## src/design/pdx_pkg.sv

```systemverilog
// pdx_pkg: shared constants, key table and result word type for the packet deframer
// no dependencies; imported by pdx_out_reg and packet_deframer_xor_decoder
`timescale 1ns / 1ps

package pdx_pkg;

  // packet size bound; accepted lengths run up to MaxPacket-1
  localparam int unsigned MaxPacket = 2048;
  localparam int unsigned LenW      = $clog2(MaxPacket);
  localparam logic [16:0] MaxLen    = 17'(MaxPacket - 1);

  localparam logic [7:0] HdrShort = 8'hC1;
  localparam logic [7:0] HdrLong  = 8'hC2;

  localparam logic [LenW-1:0] HdrSizeShort = LenW'(2);
  localparam logic [LenW-1:0] HdrSizeLong  = LenW'(3);

  localparam logic [1:0] StatusOk     = 2'd0;
  localparam logic [1:0] StatusBadHdr = 2'd1;
  localparam logic [1:0] StatusBadLen = 2'd2;

  typedef struct packed {
    logic [7:0] out_byte;
    logic       first;
    logic       last;
    logic [1:0] status;
  } result_t;

  function automatic logic [7:0] key_byte(input logic [4:0] idx);
    logic [7:0] k;
    case (idx)
      5'd0:  k = 8'hE7;
      5'd1:  k = 8'h6D;
      5'd2:  k = 8'h3A;
      5'd3:  k = 8'h89;
      5'd4:  k = 8'hBC;
      5'd5:  k = 8'hB2;
      5'd6:  k = 8'h9F;
      5'd7:  k = 8'h73;
      5'd8:  k = 8'h23;
      5'd9:  k = 8'hA8;
      5'd10: k = 8'hFE;
      5'd11: k = 8'hB6;
      5'd12: k = 8'h49;
      5'd13: k = 8'h5D;
      5'd14: k = 8'h39;
      5'd15: k = 8'h5D;
      5'd16: k = 8'h8A;
      5'd17: k = 8'hCB;
      5'd18: k = 8'h63;
      5'd19: k = 8'h8D;
      5'd20: k = 8'hEA;
      5'd21: k = 8'h7D;
      5'd22: k = 8'h2B;
      5'd23: k = 8'h5F;
      5'd24: k = 8'hC3;
      5'd25: k = 8'hB1;
      5'd26: k = 8'hE9;
      5'd27: k = 8'h83;
      5'd28: k = 8'h29;
      5'd29: k = 8'h51;
      5'd30: k = 8'hE8;
      default: k = 8'h56;
    endcase
    return k;
  endfunction

endpackage

```

## src/design/pdx_out_reg.sv

```systemverilog
// pdx_out_reg: result register with valid/ready toward the downstream side
// depends on pdx_pkg for the result word type
`timescale 1ns / 1ps

module pdx_out_reg
  import pdx_pkg::*;
(
  input  logic    clk_i,
  input  logic    rst_ni,
  input  logic    valid_i,
  output logic    ready_o,
  input  result_t data_i,
  output logic    valid_o,
  input  logic    ready_i,
  output result_t data_o
);

  logic    valid_q, valid_d;
  result_t data_q;

  // a new word may load while the held one is taken in the same cycle
  assign ready_o = !valid_q || ready_i;
  assign valid_d = valid_i || (valid_q && !ready_i);

  always_ff @(posedge clk_i or negedge rst_ni) begin
    if (!rst_ni) begin
      valid_q <= 1'b0;
    end else begin
      valid_q <= valid_d;
    end
  end

  always_ff @(posedge clk_i) begin
    if (valid_i && ready_o) begin
      data_q <= data_i;
    end
  end

  assign valid_o = valid_q;
  assign data_o  = data_q;

endmodule

```

## src/design/packet_deframer_xor_decoder.sv

```systemverilog
// packet_deframer_xor_decoder: header parser and chained xor decoder, top level
// depends on pdx_pkg and pdx_out_reg
`timescale 1ns / 1ps

// Usage:
// - input channel: data_byte_i with in_valid_i / in_ready_o, one raw stream
//   byte per accepted word
// - output channel: out_byte_o, first_of_packet_o, last_of_packet_o and
//   frame_status_o with out_valid_o / out_ready_i, exactly one result word
//   for every accepted input word, in order
// - the result word is registered: a byte accepted at a clock edge is presented at the
//   output after that edge
// - one byte per cycle while the receiver keeps up; parsing and decoding of a byte is a
//   single pass of logic from the byte and the parser state into the
//   result register
// - when the receiver stalls, the result register holds its word and
//   in_ready_o drops until it is taken; a word can be loaded in the same
//   cycle the held one leaves
// - reset (rst_ni low, asynchronous) empties the result register and puts
//   the parser back to waiting for a header byte
// - bytes that are not a header while waiting come out raw with a bad
//   header status; a bad length drops the frame and parsing resyncs

module packet_deframer_xor_decoder
  import pdx_pkg::*;
(
  input  logic       clk_i,
  input  logic       rst_ni,
  input  logic       in_valid_i,
  output logic       in_ready_o,
  input  logic [7:0] data_byte_i,
  output logic       out_valid_o,
  input  logic       out_ready_i,
  output logic [7:0] out_byte_o,
  output logic       first_of_packet_o,
  output logic       last_of_packet_o,
  output logic [1:0] frame_status_o
);

  localparam logic [1:0] PhWait = 2'd0;
  localparam logic [1:0] PhLen1 = 2'd1;
  localparam logic [1:0] PhLen2 = 2'd2;
  localparam logic [1:0] PhBody = 2'd3;

  logic [1:0]      phase_q, phase_d;
  logic            long_q, long_d;
  logic [7:0]      len_hi_q, len_hi_d;
  logic [LenW-1:0] len_q, len_d;
  logic [LenW-1:0] pos_q, pos_d;
  logic [7:0]      prev_q, prev_d;

  logic            accept;
  result_t         res;
  result_t         res_out;

  logic [16:0]     fin_len;
  logic [LenW-1:0] fin_hdr;
  logic            fin_bad;
  logic            fin_last;
  logic [LenW-1:0] body_hdr;
  logic [LenW:0]   pos_inc;
  logic            body_last;
  logic [7:0]      body_byte;

  assign accept = in_valid_i && in_ready_o;

  // length judged on the last length byte of either header kind
  always_comb begin
    if (phase_q == PhLen2) begin
      fin_len = {1'b0, len_hi_q, data_byte_i};
      fin_hdr = HdrSizeLong;
    end else begin
      fin_len = {9'd0, data_byte_i};
      fin_hdr = HdrSizeShort;
    end
    fin_bad  = (fin_len < 17'(fin_hdr)) || (fin_len > MaxLen);
    fin_last = (fin_len == 17'(fin_hdr));
  end

  always_comb begin
    body_hdr  = long_q ? HdrSizeLong : HdrSizeShort;
    pos_inc   = {1'b0, pos_q} + (LenW + 1)'(1);
    body_last = (pos_inc >= {1'b0, len_q});
    // byte just after the header passes raw
    if (pos_q <= body_hdr) begin
      body_byte = data_byte_i;
    end else begin
      body_byte = data_byte_i ^ prev_q ^ key_byte(pos_q[4:0]);
    end
  end

  always_comb begin
    phase_d  = phase_q;
    long_d   = long_q;
    len_hi_d = len_hi_q;
    len_d    = len_q;
    pos_d    = pos_q;
    prev_d   = prev_q;

    res.out_byte = data_byte_i;
    res.first    = 1'b0;
    res.last     = 1'b0;
    res.status   = StatusOk;

    unique case (phase_q)
      PhWait: begin
        if (data_byte_i == HdrShort || data_byte_i == HdrLong) begin
          long_d    = (data_byte_i == HdrLong);
          pos_d     = LenW'(1);
          prev_d    = data_byte_i;
          phase_d   = PhLen1;
          res.first = 1'b1;
        end else begin
          res.status = StatusBadHdr;
        end
      end
      PhLen1, PhLen2: begin
        if (phase_q == PhLen1 && long_q) begin
          len_hi_d = data_byte_i;
          pos_d    = LenW'(2);
          prev_d   = data_byte_i;
          phase_d  = PhLen2;
        end else if (fin_bad) begin
          res.status = StatusBadLen;
          phase_d    = PhWait;
        end else begin
          res.last = fin_last;
          len_d    = fin_len[LenW-1:0];
          prev_d   = data_byte_i;
          pos_d    = fin_hdr;
          phase_d  = fin_last ? PhWait : PhBody;
        end
      end
      default: begin
        res.out_byte = body_byte;
        res.last     = body_last;
        prev_d       = body_byte;
        pos_d        = pos_inc[LenW-1:0];
        if (body_last) begin
          phase_d = PhWait;
        end
      end
    endcase
  end

  always_ff @(posedge clk_i or negedge rst_ni) begin
    if (!rst_ni) begin
      phase_q  <= PhWait;
      long_q   <= 1'b0;
      len_hi_q <= 8'd0;
      len_q    <= '0;
      pos_q    <= '0;
      prev_q   <= 8'd0;
    end else if (accept) begin
      phase_q  <= phase_d;
      long_q   <= long_d;
      len_hi_q <= len_hi_d;
      len_q    <= len_d;
      pos_q    <= pos_d;
      prev_q   <= prev_d;
    end
  end

  pdx_out_reg u_out_reg (
    .clk_i   (clk_i),
    .rst_ni  (rst_ni),
    .valid_i (in_valid_i),
    .ready_o (in_ready_o),
    .data_i  (res),
    .valid_o (out_valid_o),
    .ready_i (out_ready_i),
    .data_o  (res_out)
  );

  assign out_byte_o        = res_out.out_byte;
  assign first_of_packet_o = res_out.first;
  assign last_of_packet_o  = res_out.last;
  assign frame_status_o    = res_out.status;

endmodule
```

## config.mk

```make
export PLATFORM = sky130hd
export DESIGN_NAME = packet_deframer_xor_decoder
export DESIGN_NICKNAME = d
export VERILOG_FILES = /design/src/design/pdx_pkg.sv /design/src/design/pdx_out_reg.sv /design/src/design/packet_deframer_xor_decoder.sv
export SDC_FILE = /design/constraint.sdc
export NUM_CORES = 1
export LEC_CHECK = 0
export ABC_AREA = 1
export BUFFER_PORTS_ARGS = -buffer_cell sky130_fd_sc_hd__buf_2
export CAP_MARGIN = 10
export CELL_PAD_IN_SITES_DETAIL_PLACEMENT = 1
export CELL_PAD_IN_SITES_GLOBAL_PLACEMENT = 1
export CORE_MARGIN = 5
export CORE_UTILIZATION = 40
export DETAILED_ROUTE_END_ITERATION = 7
export PLACE_DENSITY = 0.82
export SYNTH_ARGS = -nofsm -noshare
export SYNTH_HDL_FRONTEND = slang
export SYNTH_SLANG_ARGS = --single-unit
```

## constraint.sdc

```tcl
create_clock -name clk_i -period 5.45 [get_ports clk_i]
set_input_delay 0.545 -clock clk_i [delete_from_list [all_inputs] [get_ports clk_i]]
set_output_delay 0.545 -clock clk_i [all_outputs]
set_load 0.1 [all_outputs]
```

==> metrics.md, run 1 <==
| Metric | Value |
|---|---|
| Area contributors post-synth | `dfrtp_1 29%, nand2_1 15%, edfxtp_1 10%` |
| Post-CTS Setup Bufs | `0` |
| GP Congestion | `0.8543` |
| RSZ-0062 raised after global routing | `false` |
| Post-synthesis cell area | `3595 µm²` |
| Clock Latency Late Sink | `around 320 ps` |
| Tmin final | `3002 ps` |
| Critical Path RT | `roughly 5500 ps` |
| Power Dens Cells | `410.8 nW/µm²` |
| Ys Warns | `0` |
| Final ANT Viol Nets | `0` |
| R2R setup slack | `2450 ps` |
| Setup slack after layout | `2448 ps` |
| IO Count | `26` |
| Total grt overflow | `0` |
| Syn nets | `approximately 520` |
| Leading area contributor after synthesis | `dfrtp_1` |
| Post-Synth Simple-Gate Area | `0.3432` |
| Combinational share of power | `0.488` |
| Peak Freq | `roughly 330 MHz` |
| Num CTS Buffers | `5` |
| MaxCap Viol Count | `0` |
| Largest net degree at the start of global routing | `43` |
| DR vias | `between 3000 and 4000` |
| Vias in the first global route | `between 3000 and 4000` |
| NetSw | `between 0.0007 and 0.0008 W` |
| Setup TNS Final | `0 ps` |
| DR DRC count | `0` |
| Max-slew headroom | `0.3615` |
| Cell row count | `34` |
| Hold Vio Cnt, Final | `0` |
| Hold_ws | `between 300 and 400 ps` |
| Die Span X | `104.8 µm` |
| Reg power frac | `0.359` |
| Input/output buffers | `25` |
| H-tree depth | `2` |
| Worst Max-Slew Pin Slew | `between 900 and 1000 ps` |
| Outcome | `finished, final reports clean` |
| Share of cells above drive strength 1 | `0.1067` |
| Average cell area after synthesis | `about 7.4 µm²` |
| Seq cells post-synth | `54` |
| Global Route Usage Sum | `0.1909` |
| Setup CP Type | `flip-flop to flip-flop` |
| Area growth, synth to finish | `7.727%` |
| Leakage power total | `roughly 2.0 nW` |
| Total internal power | `between 0.0008 and 0.0009 W` |
| First-pass GRT wire length | `17.22 mm` |
| Final HPWL DP | `just over 8 mm` |
| CTS max path bufs | `2` |
| Initial Util | `0.4122` |
| Synth unique cells | `31` |
| Reg-to-reg startpoint | `pos_q[0]` |
| WL/cell | `16.74 µm` |
| Clk pwr share | `0.153` |
| Worst-path clk slew | `roughly 110 ps` |
| Clock sinks | `54` |
| Post-cts resize count | `0` |
| Switching Share | `0.4788` |
| TritonRoute pass-1 iters | `4` |
| Final Max Slew Viols | `0` |
| Final Skew | `about 4.3 ps` |
| Core ar. | `8721 µm²` |
| FF-to-FF End | `u_out_reg.data_o[2]` |
| Crit. End Element | `flip-flop` |
| Compound-Gate Fraction of Synth Area | `0.08110` |
| Antenna violations before repair | `0` |
| Post-Synth XOR/XNOR Area | `0.01462` |
| Worst-case reg-to-reg path depth | `15` |
| Tcrit/Tclk final | `0.5509` |
| Non-filler cells, final | `a little over 600` |
| Placed cells | `about 610` |
| CTS tree | `done` |
| Critical Path AT | `around 3100 ps` |
| DR iter-0 viols | `roughly 100` |
| Final core utilization | `0.4440` |
| Post-Place Worst Slack | `about 2500 ps` |
| Largest family of logic cells by synthesized area | `simple AND/OR/NAND/NOR gates` |
| Max VDD drop | `~0.00019 V` |
| DRT Wirelength | `10.28 mm` |
| # hold bufs at CTS | `0` |
| Cells after Synth | `485` |
| Mux cell area share after synthesis | `0` |
| Seq/Total Area, Yosys | `0.3926` |
| Die Area | `10980 µm²` |
| ANT cells | `0` |
| Worst-path fanout max | `8` |
| Top cell type's share of synthesized area | `0.2924` |
| Synth Area in Adders | `0.08354` |
| Hold/Removal Path Class | `input port to async pin` |
| CTS root buf | `clkbuf_8` |
| Vias/cell | `5.306` |
| Startpoint class of the critical path | `flip-flop` |
| Nets | `approximately 540` |
| Final setup fails | `0` |
| Chip Height | `approximately 100 µm` |
-- power by group through the flow --
stage	sequential (W)	clock, W	combinational (W)
finish	0.000571	0.000244	0.000777
global route	0.000581	0.000269	0.000874
CTS	0.000569	0.000251	0.000780
detailed placement	0.000577	0	0.000774
global placement	0.000571	0	0.000736
floorplan	0.000612	0	0.000535
-- critical path, cell delays in order, from the launching register on --
cell and delay [ps]:
dfrtp_1 570, ha_1 320, nand4_1 150, nor2_1 220, nand3_1 170, nor2_1 180
nand2_1 70, nand2_1 90, inv_1 50, ha_1 300, a21oi_1 150, nand2_1 70
nor2_1 130, nand3_1 90, nand2_1 80, o21ai_0 110
-- per-stage QoR --
stage / instance area (µm²) / power [W]
global route: 3872 / 0.001723
global placement: 3779 / 0.001307
finish: 3872 / 0.001591
detailed placement: 3779 / 0.001351
floorplan: 3595 / 0.001148
CTS: 3872 / 0.001600
-- cell type report --
| class | instances | area [µm²] |
|---|---|---|
| multi-input combinational | 358 | 1878 |
| timing repair buffer | 25 | 125.1 |
| clock buffer | 5 | 68.82 |
| clock inverter | 3 | 25.02 |
| sequential | 54 | 1411 |
| tap | 108 | 135.1 |
| fill | 1117 | 4848 |
| inverter | 61 | 229.0 |
-- layer usage --
| layer | wire (µm) | part of all wire | track usage | vias to the layer above |
|---|---|---|---|---|
| li1 | - | - | - | 1618 |
| met1 | 4743 | 0.46 | 0.2580 | 1582 |
| met2 | 5063 | 0.49 | 0.3260 | 48 |
| met3 | 338 | 0.033 | 0.02343 | 10 |
| met4 | 132 | 0.013 | 0.04566 | 0 |
| met5 | 0 | 0 | 0 | - |
-- Yosys cell counts, drive strengths merged --
| master | n |
|---|---|
| xor2 | 6 |
| or2 | 2 |
| o22ai | 3 |
| nand3 | 57 |
| nor2 | 37 |
| a31oi | 1 |
| nand3b | 3 |
| nor3 | 2 |
| buf | 9 |
| o211ai | 1 |
| a21o | 1 |
| inv | 61 |
| o21ai | 36 |
| nand4 | 17 |
| a21oi | 11 |
| and2 | 7 |
| ha | 24 |
| o21a | 1 |
| clkbuf | 3 |
| dfrtp | 42 |
| edfxtp | 12 |
| nand2 | 149 |
-- worst max path at each step --
stage / from / to / slack, ps
2_1_floorplan: u_out_reg.valid_o / len_hi_q[0] / 2390
3_3_place_gp: pos_q[3] / u_out_reg.data_o[2] / 2620
3_5_place_dp: pos_q[0] / u_out_reg.data_o[2] / 2510
4_1_cts: pos_q[0] / u_out_reg.data_o[2] / 2480
5_1_grt: pos_q[3] / u_out_reg.data_o[2] / 2260
6_report: pos_q[0] / u_out_reg.data_o[2] / 2450
-- cells in the final DEF, fill, tap and decap left out, types with 14 or more instances in the layout --
cell type  count
dfrtp_1       42
nand4_1       17
nor2_1        28
buf_2         25
nand3_1       56
nand2_1      144
o21ai_1       14
inv_1         59
ha_1          24
o21ai_0       21
-- cell families after synthesis --
| group | after synthesis |
|---|---|
| buf+inv | 73 |
| compound gates | 54 |
| simple gates | 274 |
| fa+ha+maj | 24 |
| flops | 54 |
| xor+xnor | 6 |
-- flip-flops by register name (all words and copies together), names as in the netlist --
name               cells
u_out_reg.data_o      12
prev_q                 8
u_out_reg.valid_o      1
len_hi_q               8
pos_q                 11
phase_q                2
long_q                 1
len_q                 11
(Power assumes the default switching activity.)
==> inputs of run 2 (changes only) <==
Settings changed: ABC_AREA 1 to 0, PLACE_DENSITY 0.82 to 0.78.
Clock period 5.45 ns to 3.1 ns, I/O delays scaled along.
==> metrics.md, run 2 <==
| Metric | Value |
|---|---|
| Outcome | `finished, final reports clean` |
| DP Area | `3844 µm² (+1.7%)` |
| First-pass GRT wire length | `15.97 mm (-7.2%)` |
| Leakage power total | `1.735 nW (-12%)` |
| TritonRoute pass-1 iters | `5 (+1)` |
| Clock sinks | `54 (unchanged)` |
| Worst Max-Slew Pin Slew | `982.6 ps (+24.80 ps)` |
| Cells after Synth | `371 (-24%)` |
| Peak Freq | `341.5 MHz (+2.5%)` |
| Non-filler cells, final | `502 (-18%)` |
| Post-route total power | `0.003494 W (+120%)` |
| Critical Path AT | `3140 ps (+70 ps)` |
| Tcrit/Tclk final | `0.9446 (+0.3937)` |
| Crit. Startpoint | `pos_q[3]` |
| Max VDD drop | `0.0003886 V (+110%)` |
| Global Route Usage Sum | `0.1774 (-0.01351)` |
| Number of flip-flops under the largest register name | `12 (unchanged)` |
| Final Skew | `7.313 ps (+3.012 ps)` |
| CTS tree | `done` |
| Core ar. | `8763 µm² (+0.49%)` |
| Hold/Removal Path Class | `input port to async pin` |
| Worst-path clk slew | `100 ps (about the same)` |
| Total grt overflow | `0 (unchanged)` |
| Tmin final | `2928 ps (-73.97 ps)` |
| Placed cells | `492 (-19%)` |
| Max-slew headroom | `0.3449 (-0.01653)` |
| Average cell area after synthesis | `9.716 µm² (+31%)` |
| Power Dens Cells | `878.7 nW/µm² (+110%)` |
| Top cell type's share of synthesized area | `0.2916 (-0.0008119)` |
| DRT Wirelength | `9.624 mm (-6.4%)` |
| Hold_ws | `142.5 ps (-221.3 ps)` |
| Vias/cell | `5.721 (+7.8%)` |
| Setup CP Type | `flip-flop to flip-flop` |
| Most frequent cells in the layout | `42 x dfrtp_1, 37 x nand2_1, 25 x buf_2` |
| Antenna violations before repair | `0 (unchanged)` |
| Die Span X | `104.9 µm (+0.12%)` |
| Post-synthesis cell area | `3605 µm² (+0.28%)` |
| # hold bufs at CTS | `0 (unchanged)` |
| Input/output buffers | `25 (unchanged)` |
| Fraction of registers with async set/reset | `0.7778 (unchanged)` |
| Area growth, synth to finish | `10.31%` |
| Leading area contributor after synthesis | `dfrtp_1` |
| Synth Flop Type | `dfrtp_1` |
| CTS max path bufs | `2 (unchanged)` |
| GP Congestion | `0.8481 (-0.73%)` |
| Seq/Total Area, Yosys | `0.3915 (-0.001090)` |
| Setup TNS Final | `0 ps (unchanged)` |
| Post-route cell area | `3976 µm² (+2.7%)` |
| Chip Height | `104.9 µm (+0.12%)` |
| Synth unique cells | `60 (+94%)` |
| Number of fill cells | `1009 (-9.7%)` |
| Area contributors post-synth | `dfrtp_1 29%, edfxtp_1 10%, ha_1 8.3%` |
| Crit. End Element | `flip-flop` |
| Final setup fails | `0 (unchanged)` |
| Final HPWL DP | `7.080 mm (-13%)` |
| Nets | `429 (-21%)` |
| Vias in the first global route | `3059 (-12%)` |
| Die Area | `11010 µm² (+0.25%)` |
| IO Count | `26 (unchanged)` |
| DR DRC count | `0 (unchanged)` |
| R2R setup slack | `170 ps (-2280 ps)` |
| Share of cells above drive strength 1 | `0.2030 (+0.09633)` |
| Num CTS Buffers | `5 (unchanged)` |
| DR iter-0 viols | `114 (+16%)` |
| Initial Util | `0.4113 (-0.0008588)` |
| Cell row count | `34 (unchanged)` |
| Seq cells post-synth | `54 (unchanged)` |
| Worst-path fanout max | `3 (-5)` |
| Ys Warns | `0 (unchanged)` |
| Startpoint class of the critical path | `flip-flop` |
| Clock Latency Late Sink | `320 ps (about the same)` |
| Most frequent cells after synthesis | `42 x dfrtp_1, 37 x nand2_1, 24 x ha_1` |
| Final ANT Viol Nets | `0 (unchanged)` |
| Reg-to-reg startpoint | `pos_q[3]` |
| ANT cells | `0 (unchanged)` |
| Syn nets | `407 (-22%)` |
| Largest net degree at the start of global routing | `43 (unchanged)` |
| H-tree depth | `2 (unchanged)` |
| DR vias | `2872 (-12%)` |
| Final Max Slew Viols | `0 (unchanged)` |
| Commonest non-fill, non-tap cell in the layout | `dfrtp_1` |
| Most common cell in the netlist | `dfrtp_1` |
| WL/cell | `19.17 µm (+15%)` |
| EDFF count, synth | `12 (unchanged)` |
| CTS root buf | `clkbuf_8` |
| MaxCap Viol Count | `0 (unchanged)` |
| Hold Vio Cnt, Final | `0 (unchanged)` |
| Critical Path RT | `3310 ps (-2210 ps)` |
run 2: layer usage:
layer	GRT usage	routed length, µm	up-vias
met5	0	0	-
met4	0.05023	204	0
met3	0.02404	301	17
met2	0.2986	4841	56
met1	0.2387	4276	1433
li1	-	-	1366
run 2: logic make-up (layout without fill, tap and decap cells):
kind of cell / after synthesis / count (layout) / share of synthesized area
AND/OR/NAND/NOR: 118 / 118 / 0.1690
AO/OA/AOI/OAI: 86 / 86 / 0.1635
flip-flops: 54 / 54 / 0.3915
buffers and inverters: 43 / 66 / 0.05067
multiplexers: 31 / 31 / 0.1055
adder cells (fa/ha/maj): 24 / 24 / 0.08330
XOR/XNOR: 15 / 15 / 0.03645
run 2: final timing paths:
check                               endpoint  cells after the start
min in group clk_i         u_out_reg.valid_o                      2
setup / recovery                  phase_q[0]                     12
hold / removal             u_out_reg.valid_o                      1
setup reg to reg                  phase_q[0]                     12
hold reg to reg                  len_hi_q[6]                      1
max in group asynchronous           pos_q[4]                      1
run 2: area by class of cell:
cell class / instances / area, µm² / share of cell area
flip-flops and latches: 54 / 1411 / 0.3549
repair buffers: 37 / 215.2 / 0.05412
clock inverters: 2 / 37.54 / 0.009440
inverters: 21 / 78.83 / 0.01982
multi-input cells: 274 / 2026 / 0.5094
well taps: 108 / 135.1 / 0.03398
clock buffers: 6 / 72.57 / 0.01825
run 2: worst max-delay path: stages (launching register included):
cell     delay (ps)
dfrtp_1         360
nand3_1         110
nor2_1          190
nand4_1         170
buf_4           180
or3_1           360
nand2_1          90
ha_1            240
a21o_1          180
a21oi_1         130
o21ai_1         100
o41ai_2         320
mux2_2          390
run 2: through the flow:
stage / setup slack (ps) / util
CTS: 138.2 / 0.4520
floorplan: 56.30 / -
detailed placement: 22.76 / 0.4386
global route: -16.85 / 0.4537
finish: 171.7 / 0.4537
global placement: 224.2 / 0.4386
run 2: report_power, final:
part / internal (W) / switching (W) / leakage (nW) / total [W]
Sequential: 0.000955 / 0.000165 / 0.637 / 0.00112
Clock: 0.000242 / 0.000248 / 0.0514 / 0.000489
Combinational: 0.000761 / 0.00112 / 1.05 / 0.00188
Total: 0.00196 / 0.00154 / 1.73 / 0.00349
run 2: repair_timing:
| item | in CTS | in global routing |
|---|---|---|
| pin swaps | 0 | 1 |
| resized for setup | 1 | 0 |
| cloned | 0 | 0 |
| buffers inserted | 0 | 2 |
| setup endpoints to repair | 2 | 2 |
